File: src/wavp_pkg.sv
// shared types, constants and the int16 to float32 conversion for the wav parser
package wavp_pkg;

  typedef enum logic [2:0] {
    PH_HEADER     = 3'd0,
    PH_SKIP       = 3'd1,
    PH_TAG        = 3'd2,
    PH_SIZE_DATA  = 3'd3,
    PH_SIZE_OTHER = 3'd4,
    PH_DATA       = 3'd5,
    PH_TAIL       = 3'd6,
    PH_HALT       = 3'd7
  } phase_t;

  typedef enum logic [3:0] {
    ST_OK        = 4'd0,
    ST_TOO_SMALL = 4'd1,
    ST_NO_RIFF   = 4'd2,
    ST_NO_WAVE   = 4'd3,
    ST_NO_FMT    = 4'd4,
    ST_NOT_MONO  = 4'd5,
    ST_UNSUPP    = 4'd6,
    ST_NO_DATA   = 4'd7,
    ST_TRUNC     = 4'd8
  } status_t;

  localparam logic [31:0] TAG_RIFF = 32'h4646_4952;
  localparam logic [31:0] TAG_WAVE = 32'h4556_4157;
  localparam logic [31:0] TAG_FMT  = 32'h2074_6D66;
  localparam logic [31:0] TAG_DATA = 32'h6174_6164;
  localparam logic [33:0] REPORT_POS = 34'd43;
  localparam logic [33:0] POS_MAX    = '1;
  localparam int          QDEPTH     = 2;

  // one classified result item, from the parser to the output stage
  typedef struct packed {
    logic        sample_valid;
    logic        sample_is_int;
    logic [31:0] sample_raw;
    logic        done_res;
    status_t     status;
    logic [31:0] rate_out;
  } res_t;

  // exact int16 * 2^-15 as float32 bits
  function automatic logic [31:0] int16_to_f32(input logic [15:0] raw);
    logic        sgn;
    logic [15:0] mag;
    logic [4:0]  msb;
    logic [22:0] man;
    logic [7:0]  ex;
    logic [31:0] sh;
    sgn = raw[15];
    mag = sgn ? (~raw + 16'd1) : raw;
    msb = 5'd0;
    for (int i = 0; i < 16; i++) begin
      if (mag[i]) msb = 5'(i);
    end
    sh  = {16'd0, mag} << (5'd23 - msb);
    man = sh[22:0];
    ex  = 8'(8'd112 + {3'd0, msb});
    if (mag == 16'd0) int16_to_f32 = 32'd0;
    else int16_to_f32 = {sgn, ex, man};
  endfunction

endpackage

File: src/wavp_front.sv
// byte parser: header checks, chunk walk, sample assembly
module wavp_front (
  input  logic            clk,
  input  logic            rst_n,
  input  logic            in_vld,
  input  logic [7:0]      in_byte,
  input  logic            in_eof,
  output logic            res_vld,
  output wavp_pkg::res_t  res
);

  logic [33:0]       pos_r, pos_nxt;
  wavp_pkg::phase_t  ph_r, ph_nxt;
  logic [31:0]       hs_r, hs_nxt;
  logic [31:0]       fmtlen_r, fmtlen_nxt;
  logic [15:0]       fcode_r, fcode_nxt;
  logic [15:0]       chan_r, chan_nxt;
  logic [31:0]       rate_r, rate_nxt;
  wavp_pkg::status_t err_r, err_nxt;
  logic [32:0]       left_r, left_nxt;
  logic [31:0]       dleft_r, dleft_nxt;
  logic [31:0]       asm_r, asm_nxt;
  logic [1:0]        cnt_r, cnt_nxt;
  logic [31:0]       shift;
  logic [15:0]       swb;
  logic [32:0]       left_dec;
  logic              have_s;
  logic              rep;
  wavp_pkg::status_t st;

  assign shift    = {in_byte, hs_r[31:8]};
  assign swb      = shift[31:16];
  assign left_dec = left_r - 33'd1;

  // next state for one accepted item
  always_comb begin
    pos_nxt = pos_r; ph_nxt = ph_r; hs_nxt = hs_r; fmtlen_nxt = fmtlen_r;
    fcode_nxt = fcode_r; chan_nxt = chan_r; rate_nxt = rate_r; err_nxt = err_r;
    left_nxt = left_r; dleft_nxt = dleft_r; asm_nxt = asm_r; cnt_nxt = cnt_r;
    have_s = 1'b0;
    case (ph_r)
      wavp_pkg::PH_HEADER: begin
        hs_nxt = shift;
        if (pos_r == 34'd3 && shift != wavp_pkg::TAG_RIFF && err_nxt == wavp_pkg::ST_OK)
          err_nxt = wavp_pkg::ST_NO_RIFF;
        if (pos_r == 34'd11 && shift != wavp_pkg::TAG_WAVE && err_nxt == wavp_pkg::ST_OK)
          err_nxt = wavp_pkg::ST_NO_WAVE;
        if (pos_r == 34'd15 && shift != wavp_pkg::TAG_FMT && err_nxt == wavp_pkg::ST_OK)
          err_nxt = wavp_pkg::ST_NO_FMT;
        if (pos_r == 34'd19) fmtlen_nxt = shift;
        if (pos_r == 34'd21) fcode_nxt = shift[31:16];
        if (pos_r == 34'd23) chan_nxt = shift[31:16];
        if (pos_r == 34'd27) rate_nxt = shift;
        if (pos_r == 34'd35) begin
          if (err_nxt == wavp_pkg::ST_OK) begin
            if (chan_r != 16'd1) err_nxt = wavp_pkg::ST_NOT_MONO;
            else if (fmtlen_r < 32'd16 ||
                     !((fcode_r == 16'd1 && swb == 16'd16) ||
                       (fcode_r == 16'd3 && swb == 16'd32)))
              err_nxt = wavp_pkg::ST_UNSUPP;
          end
          if (err_nxt == wavp_pkg::ST_OK) begin
            if (fmtlen_r == 32'd16) begin
              ph_nxt = wavp_pkg::PH_TAG; left_nxt = 33'd4;
            end else begin
              ph_nxt = wavp_pkg::PH_SKIP; left_nxt = {1'b0, fmtlen_r - 32'd16};
            end
          end
        end
        if (err_nxt != wavp_pkg::ST_OK) ph_nxt = wavp_pkg::PH_HALT;
      end
      wavp_pkg::PH_SKIP: begin
        left_nxt = left_dec;
        if (left_dec == 33'd0) begin
          ph_nxt = wavp_pkg::PH_TAG; left_nxt = 33'd4;
        end
      end
      wavp_pkg::PH_TAG: begin
        hs_nxt = shift; left_nxt = left_dec;
        if (left_dec == 33'd0) begin
          ph_nxt = (shift == wavp_pkg::TAG_DATA) ? wavp_pkg::PH_SIZE_DATA
                                                 : wavp_pkg::PH_SIZE_OTHER;
          left_nxt = 33'd4;
        end
      end
      wavp_pkg::PH_SIZE_DATA, wavp_pkg::PH_SIZE_OTHER: begin
        hs_nxt = shift; left_nxt = left_dec;
        if (left_dec == 33'd0) begin
          if (ph_r == wavp_pkg::PH_SIZE_DATA) begin
            dleft_nxt = shift; cnt_nxt = 2'd0;
            ph_nxt = (shift == 32'd0) ? wavp_pkg::PH_TAIL : wavp_pkg::PH_DATA;
          end else begin
            left_nxt = {1'b0, shift} + {32'd0, shift[0]};
            if (shift == 32'd0) begin
              ph_nxt = wavp_pkg::PH_TAG; left_nxt = 33'd4;
            end else begin
              ph_nxt = wavp_pkg::PH_SKIP;
            end
          end
        end
      end
      wavp_pkg::PH_DATA: begin
        asm_nxt   = {in_byte, asm_r[31:8]};
        dleft_nxt = dleft_r - 32'd1;
        if (cnt_r == ((fcode_r == 16'd1) ? 2'd1 : 2'd3)) begin
          cnt_nxt = 2'd0; have_s = 1'b1;
        end else begin
          cnt_nxt = cnt_r + 2'd1;
        end
        if (dleft_nxt == 32'd0) ph_nxt = wavp_pkg::PH_TAIL;
      end
      default: ;
    endcase
    if (pos_r != wavp_pkg::POS_MAX) pos_nxt = pos_r + 34'd1;
  end

  // done status for this item
  always_comb begin
    rep = 1'b0;
    st  = wavp_pkg::ST_OK;
    if (in_eof) begin
      rep = 1'b1;
      if (pos_r < wavp_pkg::REPORT_POS) st = wavp_pkg::ST_TOO_SMALL;
      else if (err_nxt != wavp_pkg::ST_OK) begin
        st = err_nxt; rep = (pos_r == wavp_pkg::REPORT_POS);
      end else if (ph_nxt == wavp_pkg::PH_TAIL) st = wavp_pkg::ST_OK;
      else if (ph_nxt == wavp_pkg::PH_DATA) st = wavp_pkg::ST_TRUNC;
      else st = wavp_pkg::ST_NO_DATA;
    end else if (err_nxt != wavp_pkg::ST_OK && pos_r == wavp_pkg::REPORT_POS) begin
      rep = 1'b1; st = err_nxt;
    end
  end

  // result item toward the queue
  always_comb begin
    res_vld           = in_vld && (rep || have_s);
    res.sample_valid  = have_s;
    res.sample_is_int = (fcode_r == 16'd1);
    res.sample_raw    = have_s ? asm_nxt : 32'd0;
    res.done_res      = rep;
    res.status        = rep ? st : wavp_pkg::ST_OK;
    res.rate_out      = (rep && st == wavp_pkg::ST_OK) ? rate_r : 32'd0;
  end

  // state registers, cleared again after the final byte
  always_ff @(posedge clk) begin
    if (!rst_n || (in_vld && in_eof)) begin
      pos_r <= '0; ph_r <= wavp_pkg::PH_HEADER; hs_r <= '0; fmtlen_r <= '0;
      fcode_r <= '0; chan_r <= '0; rate_r <= '0; err_r <= wavp_pkg::ST_OK;
      left_r <= '0; dleft_r <= '0; asm_r <= '0; cnt_r <= '0;
    end else if (in_vld) begin
      pos_r <= pos_nxt; ph_r <= ph_nxt; hs_r <= hs_nxt; fmtlen_r <= fmtlen_nxt;
      fcode_r <= fcode_nxt; chan_r <= chan_nxt; rate_r <= rate_nxt; err_r <= err_nxt;
      left_r <= left_nxt; dleft_r <= dleft_nxt; asm_r <= asm_nxt; cnt_r <= cnt_nxt;
    end
  end

  // an error once latched stays until the end of the file
  assert property (@(posedge clk) disable iff (!rst_n)
    (err_r != wavp_pkg::ST_OK && !(in_vld && in_eof)) |=> err_r == $past(err_r))
    else $error("latched error changed");
  // a latched error always parks the parser
  assert property (@(posedge clk) disable iff (!rst_n)
    err_r != wavp_pkg::ST_OK |-> ph_r == wavp_pkg::PH_HALT)
    else $error("error without halt");
  // the data phase only runs with bytes left
  assert property (@(posedge clk) disable iff (!rst_n)
    ph_r == wavp_pkg::PH_DATA |-> dleft_r != 32'd0)
    else $error("data phase with nothing left");

endmodule

File: src/wavp_back.sv
// result queue and output stage: float conversion and stream handshake
module wavp_back (
  input  logic            clk,
  input  logic            rst_n,
  input  logic            res_vld,
  input  wavp_pkg::res_t  res,
  output logic            q_ready,
  output logic            out_tvalid,
  input  logic            out_tready,
  output logic [71:0]     out_tdata
);

  wavp_pkg::res_t q_r [wavp_pkg::QDEPTH];
  logic           wp_r, rp_r;
  logic [1:0]     cnt_r, cnt_nxt;
  logic           push, pop;
  wavp_pkg::res_t h;
  logic [31:0]    sbits;

  assign q_ready    = (cnt_r != 2'd2);
  assign push       = res_vld && q_ready;
  assign out_tvalid = (cnt_r != 2'd0);
  assign pop        = out_tvalid && out_tready;
  assign cnt_nxt    = cnt_r + {1'b0, push} - {1'b0, pop};

  // queue storage
  always_ff @(posedge clk) begin
    if (push) q_r[wp_r] <= res;
  end

  // queue pointers
  always_ff @(posedge clk) begin
    if (!rst_n) begin
      wp_r <= 1'b0; rp_r <= 1'b0; cnt_r <= 2'd0;
    end else begin
      if (push) wp_r <= ~wp_r;
      if (pop) rp_r <= ~rp_r;
      cnt_r <= cnt_nxt;
    end
  end

  // convert the head item
  always_comb begin
    h = q_r[rp_r];
    if (!h.sample_valid) sbits = 32'd0;
    else if (h.sample_is_int) sbits = wavp_pkg::int16_to_f32(h.sample_raw[31:16]);
    else sbits = h.sample_raw;
    out_tdata = {2'b00, h.rate_out, h.status, h.done_res, sbits, h.sample_valid};
  end

  assert property (@(posedge clk) disable iff (!rst_n) cnt_r <= 2'd2)
    else $error("queue overflow");
  assert property (@(posedge clk) disable iff (!rst_n)
    (cnt_r == 2'd2 && !pop) |=> cnt_r == 2'd2)
    else $error("full queue lost an item");
  assert property (@(posedge clk) disable iff (!rst_n)
    cnt_r == 2'd0 |-> !pop)
    else $error("pop from empty queue");

endmodule

File: src/wav_mono_stream_parser.sv
// top level: streaming mono wav parser
//  channel | dir | tdata fields (low bit first)                          | tlast
//  in_     | in  | file_byte[7:0]                                        | end_of_file
//  out_    | out | sample_valid, sample_bits[31:0], done_res, status[3:0],
//          |     | rate_out[31:0], two zero fill bits                    | -
// one byte is taken every cycle while in_tready is high; a result leaves in the cycle after its byte at the earliest
// the parser updates on the accept edge and pushes its result into a two-entry queue
// the queue head drives the out_ channel through the float conversion
// in_tready drops while the queue holds two items, until the output side takes one
// reset is synchronous active low; after the final byte the parser restarts for a new file
module wav_mono_stream_parser (
  input  logic        clk,
  input  logic        rst_n,
  input  logic        in_tvalid,
  output logic        in_tready,
  input  logic [7:0]  in_tdata,   // file_byte
  input  logic        in_tlast,   // end_of_file
  output logic        out_tvalid,
  input  logic        out_tready,
  output logic [71:0] out_tdata   // sample_valid, sample_bits, done_res, status, rate_out
);

  logic           res_vld;
  wavp_pkg::res_t res;
  logic           q_ready;

  assign in_tready = q_ready;

  wavp_front u_front (
    .clk(clk), .rst_n(rst_n), .in_vld(in_tvalid && in_tready),
    .in_byte(in_tdata), .in_eof(in_tlast), .res_vld(res_vld), .res(res)
  );

  wavp_back u_back (
    .clk(clk), .rst_n(rst_n), .res_vld(res_vld), .res(res), .q_ready(q_ready),
    .out_tvalid(out_tvalid), .out_tready(out_tready), .out_tdata(out_tdata)
  );

endmodule

File: config.mk
export PLATFORM = sky130hd
export DESIGN_NAME = wav_mono_stream_parser
export DESIGN_NICKNAME = d
export VERILOG_FILES = /design/src/wavp_pkg.sv /design/src/wavp_front.sv /design/src/wavp_back.sv /design/src/wav_mono_stream_parser.sv
export SDC_FILE = /design/constraint.sdc
export NUM_CORES = 1
export LEC_CHECK = 0
export BUFFER_PORTS_ARGS = -buffer_cell sky130_fd_sc_hd__buf_2
export CAP_MARGIN = 5
export CORE_MARGIN = 2
export CORE_UTILIZATION = 34
export CTS_CLUSTER_SIZE = 14
export DETAILED_ROUTE_END_ITERATION = 8
export SLEW_MARGIN = 30
export SYNTH_ARGS = -nofsm -noshare
export SYNTH_HDL_FRONTEND = slang
export SYNTH_HIERARCHICAL = 1
export SYNTH_SLANG_ARGS = --single-unit
File: constraint.sdc
create_clock -name clk -period 17.75 [get_ports clk]
set_clock_uncertainty 0.1 [all_clocks]
set_input_delay 3.55 -clock clk [delete_from_list [all_inputs] [get_ports clk]]
set_output_delay 3.55 -clock clk [all_outputs]
set_load 0.01 [all_outputs]
# After elaboration in Yosys (flattened, before gate mapping)

Memory sizes are Yosys's and may differ from the RTL's. A register that Yosys moved wholly into a read port is not among the register bits.
Cells that the tools add are included.

Bits in registers: 272
RAM bits: 142
Bits of input ports: 13
Memories kept: 1

$add $sub $neg: 11
Order comparisons: 2
Equality and inequality tests: 33
Shift operators: 1
Muxes and demuxes: 84
Bitwise logic cells: 3
Reductions and logical operators: 48

Memories:

| memory     | depth | width | read ports | clocked after memory_dff | wr ports | line            | text |
|---|---|---|---|---|---|---|---|
| u_back.q_r | 2     | 71    | 1          | 1                        | 1        | wavp_back.sv:13 | `wavp_pkg::res_t q_r [wavp_pkg::QDEPTH];` |

Operators by type and width:

| kind                                                                           | count |
|---|---|
| 32-bit two-way mux                                                             | 9 |
| 33-bit two-way mux                                                             | 6 |
| 34-bit by 5-bit == test with 1-bit output (second input constant)              | 4 |
| 4-bit two-way mux                                                              | 29 |
| 33-bit case mux with 3 select lines                                            | 1 |
| 34-bit by 4-bit == test with 1-bit output (second input constant)              | 2 |
| 34-bit by 6-bit == test with 1-bit output (second input constant)              | 2 |
| 32-bit zero test                                                               | 2 |
| 32-bit by 31-bit != test with 1-bit output (second input constant)             | 2 |
| 32-bit case mux with 2 select lines                                            | 1 |
| 3-bit two-way mux                                                              | 13 |
| 34-bit by 1-bit adder with 34-bit output (second input constant)               | 1 |
| 34-bit by 2-bit == test with 1-bit output (second input constant)              | 1 |
| 34-bit by 6-bit less-than comparator with 1-bit output (second input constant) | 1 |
| 34-bit != test (second input constant)                                         | 1 |
| 32-bit by 1-bit adder with 33-bit output                                       | 1 |
| 33-bit zero test                                                               | 1 |
| 33-bit by 1-bit subtractor with 33-bit output (second input constant)          | 1 |
| 32-bit by 31-bit == test with 1-bit output (second input constant)             | 1 |
| 32-bit by 5-bit == test with 1-bit output (second input constant)              | 1 |
| 32-bit by 5-bit less-than comparator with 1-bit output (second input constant) | 1 |
| 32-bit by 30-bit != test with 1-bit output (second input constant)             | 1 |
| 32-bit by 1-bit subtractor with 32-bit output (second input constant)          | 1 |
| 32-bit by 5-bit subtractor with 32-bit output (second input constant)          | 1 |
| other kinds (40)                                                               | 98 |

# Logic depth before layout (Yosys ltp)

Gate-level depths: netlist of run 1.

Word-level depth: 32
Gate-level depth with buffers: 22
Gate-level depth less buffers: 19

# Hierarchy

The synthesis of run 1 kept the hierarchy.

By module, submodules not included:

| module                 | times used | cells each | area an instance (µm²) | sequential area each (µm²) |
|---|---|---|---|---|
| wavp_front             | 1          | 2,069      | 15,001.9               | 5,044.8 |
| wavp_back              | 1          | 532        | 7,287.0                | 4,364.2 |
| wav_mono_stream_parser | 1          | 1          | 6.3                    | 0.0 |

# Worst setup path before layout of run 1

Ideal clock, no wire load.

Path type: input port to flip-flop
From: input in_tdata[0]
To: memory u_back/q_r[0][0] (netlist bit), enable pin
Arrival time: 9.457 ns
Path slack: 7.691 ns
Stages on the path: 15
Cell sequence: clkbuf_1 or4bb_1 nor4b_1 a21oi_1 o2111ai_1 o31ai_1 a2111oi_0 nor2b_1 o21ai_0 o21ai_0 clkbuf_1 clkbuf_1 o21a_1 nand2_1 nor2_1

Word-level cells in the longest chain between the ends: 30

Ends and longest elaborated chain:

| item                                       | line                         | text |
|---|---|---|
| from (decl)                                | wav_mono_stream_parser.sv:16 | `input logic [7:0] in_tdata,` |
| 32-bit by 31-bit != test with 1-bit output | wavp_front.sv:44             | `if (pos_r == 34'd3 && shift != wavp_pkg::TAG_RIFF && err_nxt == wavp_pkg::ST_OK)` |
| 1-bit logical AND (2 in series)            | wavp_front.sv:44             |  |
| 4-bit two-way mux                          | wavp_front.sv:44             |  |
| 4-bit two-way mux                          | wavp_front.sv:41             | `case (ph_r)` |
| 4-bit zero test                            | wavp_front.sv:46             | `if (pos_r == 34'd11 && shift != wavp_pkg::TAG_WAVE && err_nxt == wavp_pkg::ST_OK)` |
| 1-bit logical AND                          | wavp_front.sv:46             |  |
| 4-bit two-way mux                          | wavp_front.sv:46             |  |
| 4-bit two-way mux                          | wavp_front.sv:41             |  |
| [... 15 more ...]                          | -                            |  |
| 1-bit two-way mux *                        | wavp_front.sv:121            | `if (in_eof) begin` |
| named net u_front.rep                      | wavp_front.sv:28             | `logic rep;` |
| 1-bit logical OR *                         | wavp_front.sv:136            | `res_vld = in_vld && (rep \|\| have_s);` |
| 1-bit logical AND *                        | wavp_front.sv:136            |  |
| named net res_vld                          | wav_mono_stream_parser.sv:23 | `logic res_vld;` |
| 1-bit logical AND *                        | wavp_back.sv:21              | `assign push = res_vld && q_ready;` |
| 1-bit two-way mux *                        | wavp_back.sv:28              | `if (push) q_r[wp_r] <= res;` |
| 1-bit two-way mux (implied by the code) *  | wavp_back.sv:28              |  |
| to (decl)                                  | wavp_back.sv:13              |  |

The timed path passes the listed nets; every way through them passes the cells marked *. The select of a mux whose other input is x is not followed.

==> flow_metrics.env, run 1 <==
export IMPL_outcome="finished clean"
export IMPL_die_area_sq_mm=0.0676
export IMPL_ctsHoldBuffers=0
export IMPL_first_pass_iters=5
export IMPL_htreeDepth=2
export IMPL_dp_hpwl_microns=47500
export IMPL_slew_headroom=0.353
export IMPL_pwr_share_seq=0.342
export IMPL_rows=93
export IMPL_cts_resized=0
export IMPL_path_class="reg2out"
export IMPL_cp_arrival_ns=5.44
export IMPL_internal_power_mw=1.95
export IMPL_clk_pin_slew_ns=0.05
export IMPL_numCtsBuffers=45
export IMPL_fin_crit_sh=0.512
export IMPL_cp_required_ns=14.10
export IMPL_synthCells=2602
export IMPL_viasPerCell=5.63
export IMPL_cts_root_buf="clkbuf_16"
export IMPL_drive_above_1_share=0.131
export IMPL_min_period_ns=9.09
export IMPL_cap_violations=0
export IMPL_reg2reg_depth=14
export IMPL_grt_pass1_wl_microns=107000
export IMPL_grt_ovfl_total=0
export IMPL_cts_tree="yes"
export IMPL_p_sw_mw=1.19
export IMPL_maxSlewViolCount=0
export IMPL_cts_path_max_buffers=3
export IMPL_ys_dominant_reg_cell="dfxtp_1"
export IMPL_io_buffers=84
export IMPL_drt_iter0_markers=1736
export IMPL_ant_nets=0
export IMPL_yosysSeqAreaShare=0.422
export IMPL_switching_share=0.379
export IMPL_yosys_warnings=6
export IMPL_regToRegSetupSlack_ns=11.88
export IMPL_min_path_type="reg2reg"
export IMPL_vias=19508
export IMPL_wl_per_cell_microns=19.8
export IMPL_power_mw=3.14
export IMPL_postCtsSetupRepairBufs=0
export IMPL_diodes=0
export IMPL_p_clk_frac=0.297
export IMPL_async_flop_share=0
export IMPL_routed_wl_microns=68600
export IMPL_vdd_drop_max_mv=0.0723
export IMPL_synth_distinct_cells=109
export IMPL_worst_pin_slew_ns=0.961
export IMPL_grt_max_degree=105
export IMPL_postSynthAreaPerCell_sq_um=8.57
export IMPL_nets=2602
export IMPL_area_growth_pct=10.9
export IMPL_leakagePower_nw=8.25
export IMPL_netlist_area_sq_mm=0.0223
export IMPL_setup_worst_path_start_class="flip-flop"
export IMPL_critPathCaptureType="output pin"
export IMPL_comb_power_share=0.361
export IMPL_fmax_ghz=0.110
export IMPL_rsz0062_at_grt="false"
export IMPL_synth_edff_count=142
export IMPL_drc_errors=0
export IMPL_io_pins=87
export IMPL_grt_pass1_vias=18377
export IMPL_die_w_microns=260
export IMPL_start_util=0.345
export IMPL_critical_path_max_fanout=20
export IMPL_gp_congestion=0.920
export IMPL_worstSkewPairLatency_ns=0.60
export IMPL_finalSetupTns_ns=0
export IMPL_setup_violations=0
export IMPL_whs_path_depth=2
export IMPL_post_route_util=0.382
export IMPL_ys_ff_latch=399
export IMPL_core_area_sq_mm=0.0647
export IMPL_dieHeight_microns=260
export IMPL_powerDensity_mw_per_mm2=127
export IMPL_hold_violations=0
export IMPL_clkSinkCount=399
export IMPL_antenna_found_initial=1
export IMPL_grt_use_total=0.199
## placed cells by master (no fill, tap or decap), drive strengths merged, types with 68 or more instances in the layout
cell type	instances
edfxtp	142
nand3	68
nand2	476
nor3	78
buf	112
nor2	212
o21ai	106
nor4	91
dfxtp	257
a21oi	246
## through the flow
step / worst slack (ns) / hold WS [ns] / std cells / instance area [sq um]
3_5_place_dp: 9.20 / 0.344 / 3383 / 23300
3_3_place_gp: 9.08 / 0.338 / 3381 / 23200
5_1_grt: 8.37 / 0.364 / 3465 / 24700
4_1_cts: 8.70 / 0.352 / 3465 / 24700
6_report: 8.66 / 0.347 / 3465 / 24700
2_1_floorplan: 7.69 / 0.327 / 2603 / 22300
## kinds of logic after synthesis
| logic type | synth area share |
|---|---|
| muxes | 0.0473 |
| adders and majority gates | 0.00786 |
| xor gates and xnor gates | 0.0474 |
| other | 0.000168 |
| AOI/OAI and AO/OA | 0.159 |
| buffers and inverters | 0.0444 |
| and+or+nand+nor | 0.272 |
| DFF | 0.422 |
## critical path, stage by stage, from the launching register on
cell       delay (ns)
dfxtp_4          0.57
mux2i_1          0.75
ha_1             0.39
o211ai_1         0.22
or3_1            0.50
nor2_1           0.22
a21oi_1          0.10
mux2i_1          0.21
o21a_1           0.66
inv_1            0.38
and4_1           0.33
a2111oi_4        0.27
o21ai_1          0.11
buf_2            0.15
## power by group through the flow
stage | sequential (mW) | combinational (mW) | clock (mW)
detailed placement | 1.09 | 1.12 | 0
CTS | 1.07 | 1.13 | 0.954
global placement | 1.09 | 1.12 | 0
global route | 1.08 | 1.23 | 0.991
finish | 1.07 | 1.14 | 0.932
floorplan | 1.06 | 0.828 | 0
## final cells by class
cell class                      instances  area [sq um]
Fill cell                            6527         40000
Multi-Input combinational cell       1979         12000
Sequential cell                       399          9410
Clock buffer                           61          1260
Tap cell                              855          1070
Timing Repair Buffer                  112           674
Clock inverter                         21           213
Inverter                               38           143
## registers in the layout, indices dropped and copies added (netlist names), named ones only
| signal | flops |
|---|---|
| u_back/q_r | 142 |
| u_front/pos_r | 34 |
| u_front/left_r | 33 |
| u_front/dleft_r | 32 |
| u_front/fmtlen_r | 32 |
| u_front/rate_r | 32 |
| u_front/asm_r | 24 |
| u_front/hs_r | 24 |
| u_front/chan_r | 16 |
| u_front/fcode_r | 16 |
| u_front/err_r | 4 |
| u_front/ph_r | 3 |
| u_back/cnt_r | 2 |
| u_front/cnt_r | 2 |
| u_back/rp_r | 1 |
| u_back/wp_r | 1 |
## Yosys cell counts (29+ instances only)
master | count | area, sq um
nand2_1 | 475 | 1780
dfxtp_1 | 257 | 5140
a21oi_1 | 244 | 1220
nor2_1 | 212 | 796
clkbuf_1 | 158 | 593
edfxtp_1 | 142 | 4260
o21ai_0 | 99 | 495
nor3_1 | 74 | 370
nand3_1 | 66 | 330
xor2_1 | 59 | 517
xnor2_1 | 58 | 508
nor4_1 | 57 | 357
and2_1 | 50 | 313
mux2_2 | 46 | 518
mux2i_1 | 44 | 440
nand4_1 | 44 | 275
inv_1 | 38 | 143
nor4_2 | 29 | 363
or3_1 | 29 | 181
## final timing paths
path,start,endpoint
setup reg to reg,u_front/left_r[0]$_SDFFE_PP0P_,u_back/q_r[0][31]$_DFFE_PP_
setup / recovery,flip-flop,out_tdata[22]
hold reg to reg,u_front/asm_r[8]$_SDFFE_PP0P_,u_front/asm_r[8]$_SDFFE_PP0P_
hold / removal,u_front/asm_r[8]$_SDFFE_PP0P_,u_front/asm_r[8]$_SDFFE_PP0P_
## metal layers
metal / track usage / part of all wire / up-vias
li1: - / - / 9321
met1: 0.273 / 0.45 / 9426
met2: 0.323 / 0.46 / 636
met3: 0.0284 / 0.059 / 125
met4: 0.0610 / 0.028 / 0
met5: 0 / 0 / -
Power figures use the tool's default switching activity.
==> run 2, diff against run 1 <==
==> constraint.sdc (replaced) <==
create_clock -name clk -period 8.4 [get_ports clk]
set_clock_uncertainty 0.1 [all_clocks]
set_input_delay 1.68 -clock clk [delete_from_list [all_inputs] [get_ports clk]]
set_output_delay 1.68 -clock clk [all_outputs]
set_load 0.01 [all_outputs]
==> run 2 against run 1 <==
Cell count did not move; register-to-register slack worse by 9.2 ns; critical path depth unchanged; die area unchanged; via count up 0.21%; highest routed layer unchanged.
==> flow_metrics.env, run 2 (synthesized netlist as in run 1, its figures left out) <==
export IMPL_cts_tree="yes"
export IMPL_nFillCells=6577
export IMPL_cap_violations=0
export IMPL_largest_reg_flops=142
export IMPL_rows=93
export IMPL_core_area_sq_mm=0.0647
export IMPL_io_pins=87
export IMPL_outcome="finished clean"
export IMPL_vias=19548
export IMPL_maxSlewViolCount=0
export IMPL_min_path_type="reg2reg"
export IMPL_cpMostUsedCell="mux2i_1"
export IMPL_grt_pass1_wl_microns=107000
export IMPL_drc_errors=0
export IMPL_first_pass_iters=6
export IMPL_largest_register="u_back/q_r"
export IMPL_slew_headroom=0.361
export IMPL_ant_nets=0
export IMPL_worstSkewPairLatency_ns=0.60
export IMPL_grt_ovfl_total=0
export IMPL_cts_resized=0
export IMPL_critPathTopFamily="compound AO/OA/AOI/OAI gates"
export IMPL_clk_pin_slew_ns=0.06
export IMPL_wl_per_cell_microns=19.6
export IMPL_grt_pass1_vias=18328
export IMPL_area_growth_pct=10.7
export IMPL_antenna_found_initial=0
export IMPL_setup_worst_path_start_class="flip-flop"
export IMPL_io_buffers=84
export IMPL_htreeDepth=2
export IMPL_vdd_drop_max_mv=0.165
export IMPL_fin_hold_ws_ns=0.349
export IMPL_cp_arrival_ns=5.48
export IMPL_start_util=0.345
export IMPL_crit_chain="mux2i_1, ha_1, o211ai_1, or3_1, nor2_1, a21oi_1, mux2i_1, o21a_1, inv_1, and4_1, a2111oi_4, o21ai_1, buf_2"
export IMPL_dp_slack_ns=1.82
export IMPL_cts_path_max_buffers=3
export IMPL_cts_root_buf="clkbuf_16"
export IMPL_worst_pin_slew_ns=0.958
export IMPL_gp_congestion=0.921
export IMPL_viasPerCell=5.64
export IMPL_drive_above_1_share=0.130
export IMPL_grt_use_total=0.198
export IMPL_dieHeight_microns=260
export IMPL_fin_crit_sh=0.864
export IMPL_nets=2603
export IMPL_placed_cells=3384
export IMPL_setup_violations=0
export IMPL_finalWorstSetupSlack_ns=1.14
export IMPL_fmax_ghz=0.138
export IMPL_sequential_cell_area_sq_mm=0.00941
export IMPL_die_area_sq_mm=0.0676
export IMPL_min_period_ns=7.26
export IMPL_finalSetupTns_ns=0
export IMPL_ctsHoldBuffers=0
export IMPL_drt_iter0_markers=2081
export IMPL_dp_hpwl_microns=47500
export IMPL_cp_slowest_stage_delay_ns=0.82
export IMPL_layout_commonest_cell="nand2_1"
export IMPL_routed_wl_microns=68000
export IMPL_critical_path_max_fanout=49
export IMPL_die_w_microns=260
export IMPL_hold_violations=0
export IMPL_reg_largest_list="u_back/q_r: 142 flops, u_front/pos_r: 34 flops, u_front/left_r: 33 flops"
export IMPL_numCtsBuffers=45
export IMPL_postCtsSetupRepairBufs=0
export IMPL_rsz0062_at_grt="false"
export IMPL_path_class="reg2out"
export IMPL_powerDensity_mw_per_mm2=265
export IMPL_cp_required_ns=6.62
export IMPL_grt_max_degree=93
export IMPL_multi_input_area_sq_mm=0.0120
export IMPL_leakagePower_nw=8.23
export IMPL_critPathCaptureType="output pin"
export IMPL_fin_cells=3465
export IMPL_clkSinkCount=399
export IMPL_layout_common_cells="nand2_1, dfxtp_1, a21oi_1"
export IMPL_path_buf_inv=2
export IMPL_cpMaxStageDelayCell="dfxtp_4"
run 2: metrics by stage:
step,utilization,instance area (sq um),power (mW)
3_5_place_dp,0.360,23300,4.65
5_1_grt,0.381,24700,6.88
4_1_cts,0.381,24700,6.55
2_1_floorplan,-,22300,3.99
3_3_place_gp,0.359,23200,4.62
6_report,0.381,24700,6.53
run 2: worst paths after layout:
kind,from,endpoint,slack [ns],cells after the start
setup / recovery,flip-flop,out_tdata[22],1.14,13
setup reg to reg,u_front/left_r[0]$_SDFFE_PP0P_,u_back/q_r[0][31]$_DFFE_PP_,2.64,14
hold / removal,u_front/asm_r[12]$_SDFFE_PP0P_,u_front/asm_r[12]$_SDFFE_PP0P_,0.35,2
hold reg to reg,u_front/asm_r[12]$_SDFFE_PP0P_,u_front/asm_r[12]$_SDFFE_PP0P_,0.35,2
run 2: worst reg2reg max path, cell delays in order (launching register included):
cell	delay, ns
dfxtp_1	0.39
inv_1	0.13
ha_1	0.29
nor3b_1	0.46
nand2_2	0.23
nor4_1	0.55
xnor2_1	0.18
nand4_1	0.35
or4_1	0.94
a32oi_2	0.41
a211oi_4	0.11
o41a_1	0.52
o31ai_4	0.09
buf_4	0.50
nor4_1	0.21
run 2: cell type report:
| cell class | instances | share of cell area |
|---|---|---|
| multi-input combinational | 1979 | 0.485 |
| tap | 855 | 0.0434 |
| timing repair buffer | 113 | 0.0277 |
| clock buffer | 63 | 0.0500 |
| inverter | 38 | 0.00578 |
| antenna | 1 | 0.000101 |
| sequential | 399 | 0.381 |
| clock inverter | 17 | 0.00639 |
run 2: metal layers:
layer  global-route usage  wire, microns  vias to the layer above
li1                     -              -                     9317
met1                0.280          31100                     9364
met2                0.311          30500                      749
met3               0.0273           4690                      118
met4               0.0603           1790                        0
met5                    0              0                        -
run 2: power breakdown:
part           internal [mW]  switching (mW)
Combinational          0.847            1.51
Clock                   1.07           0.814
Sequential              2.13           0.164
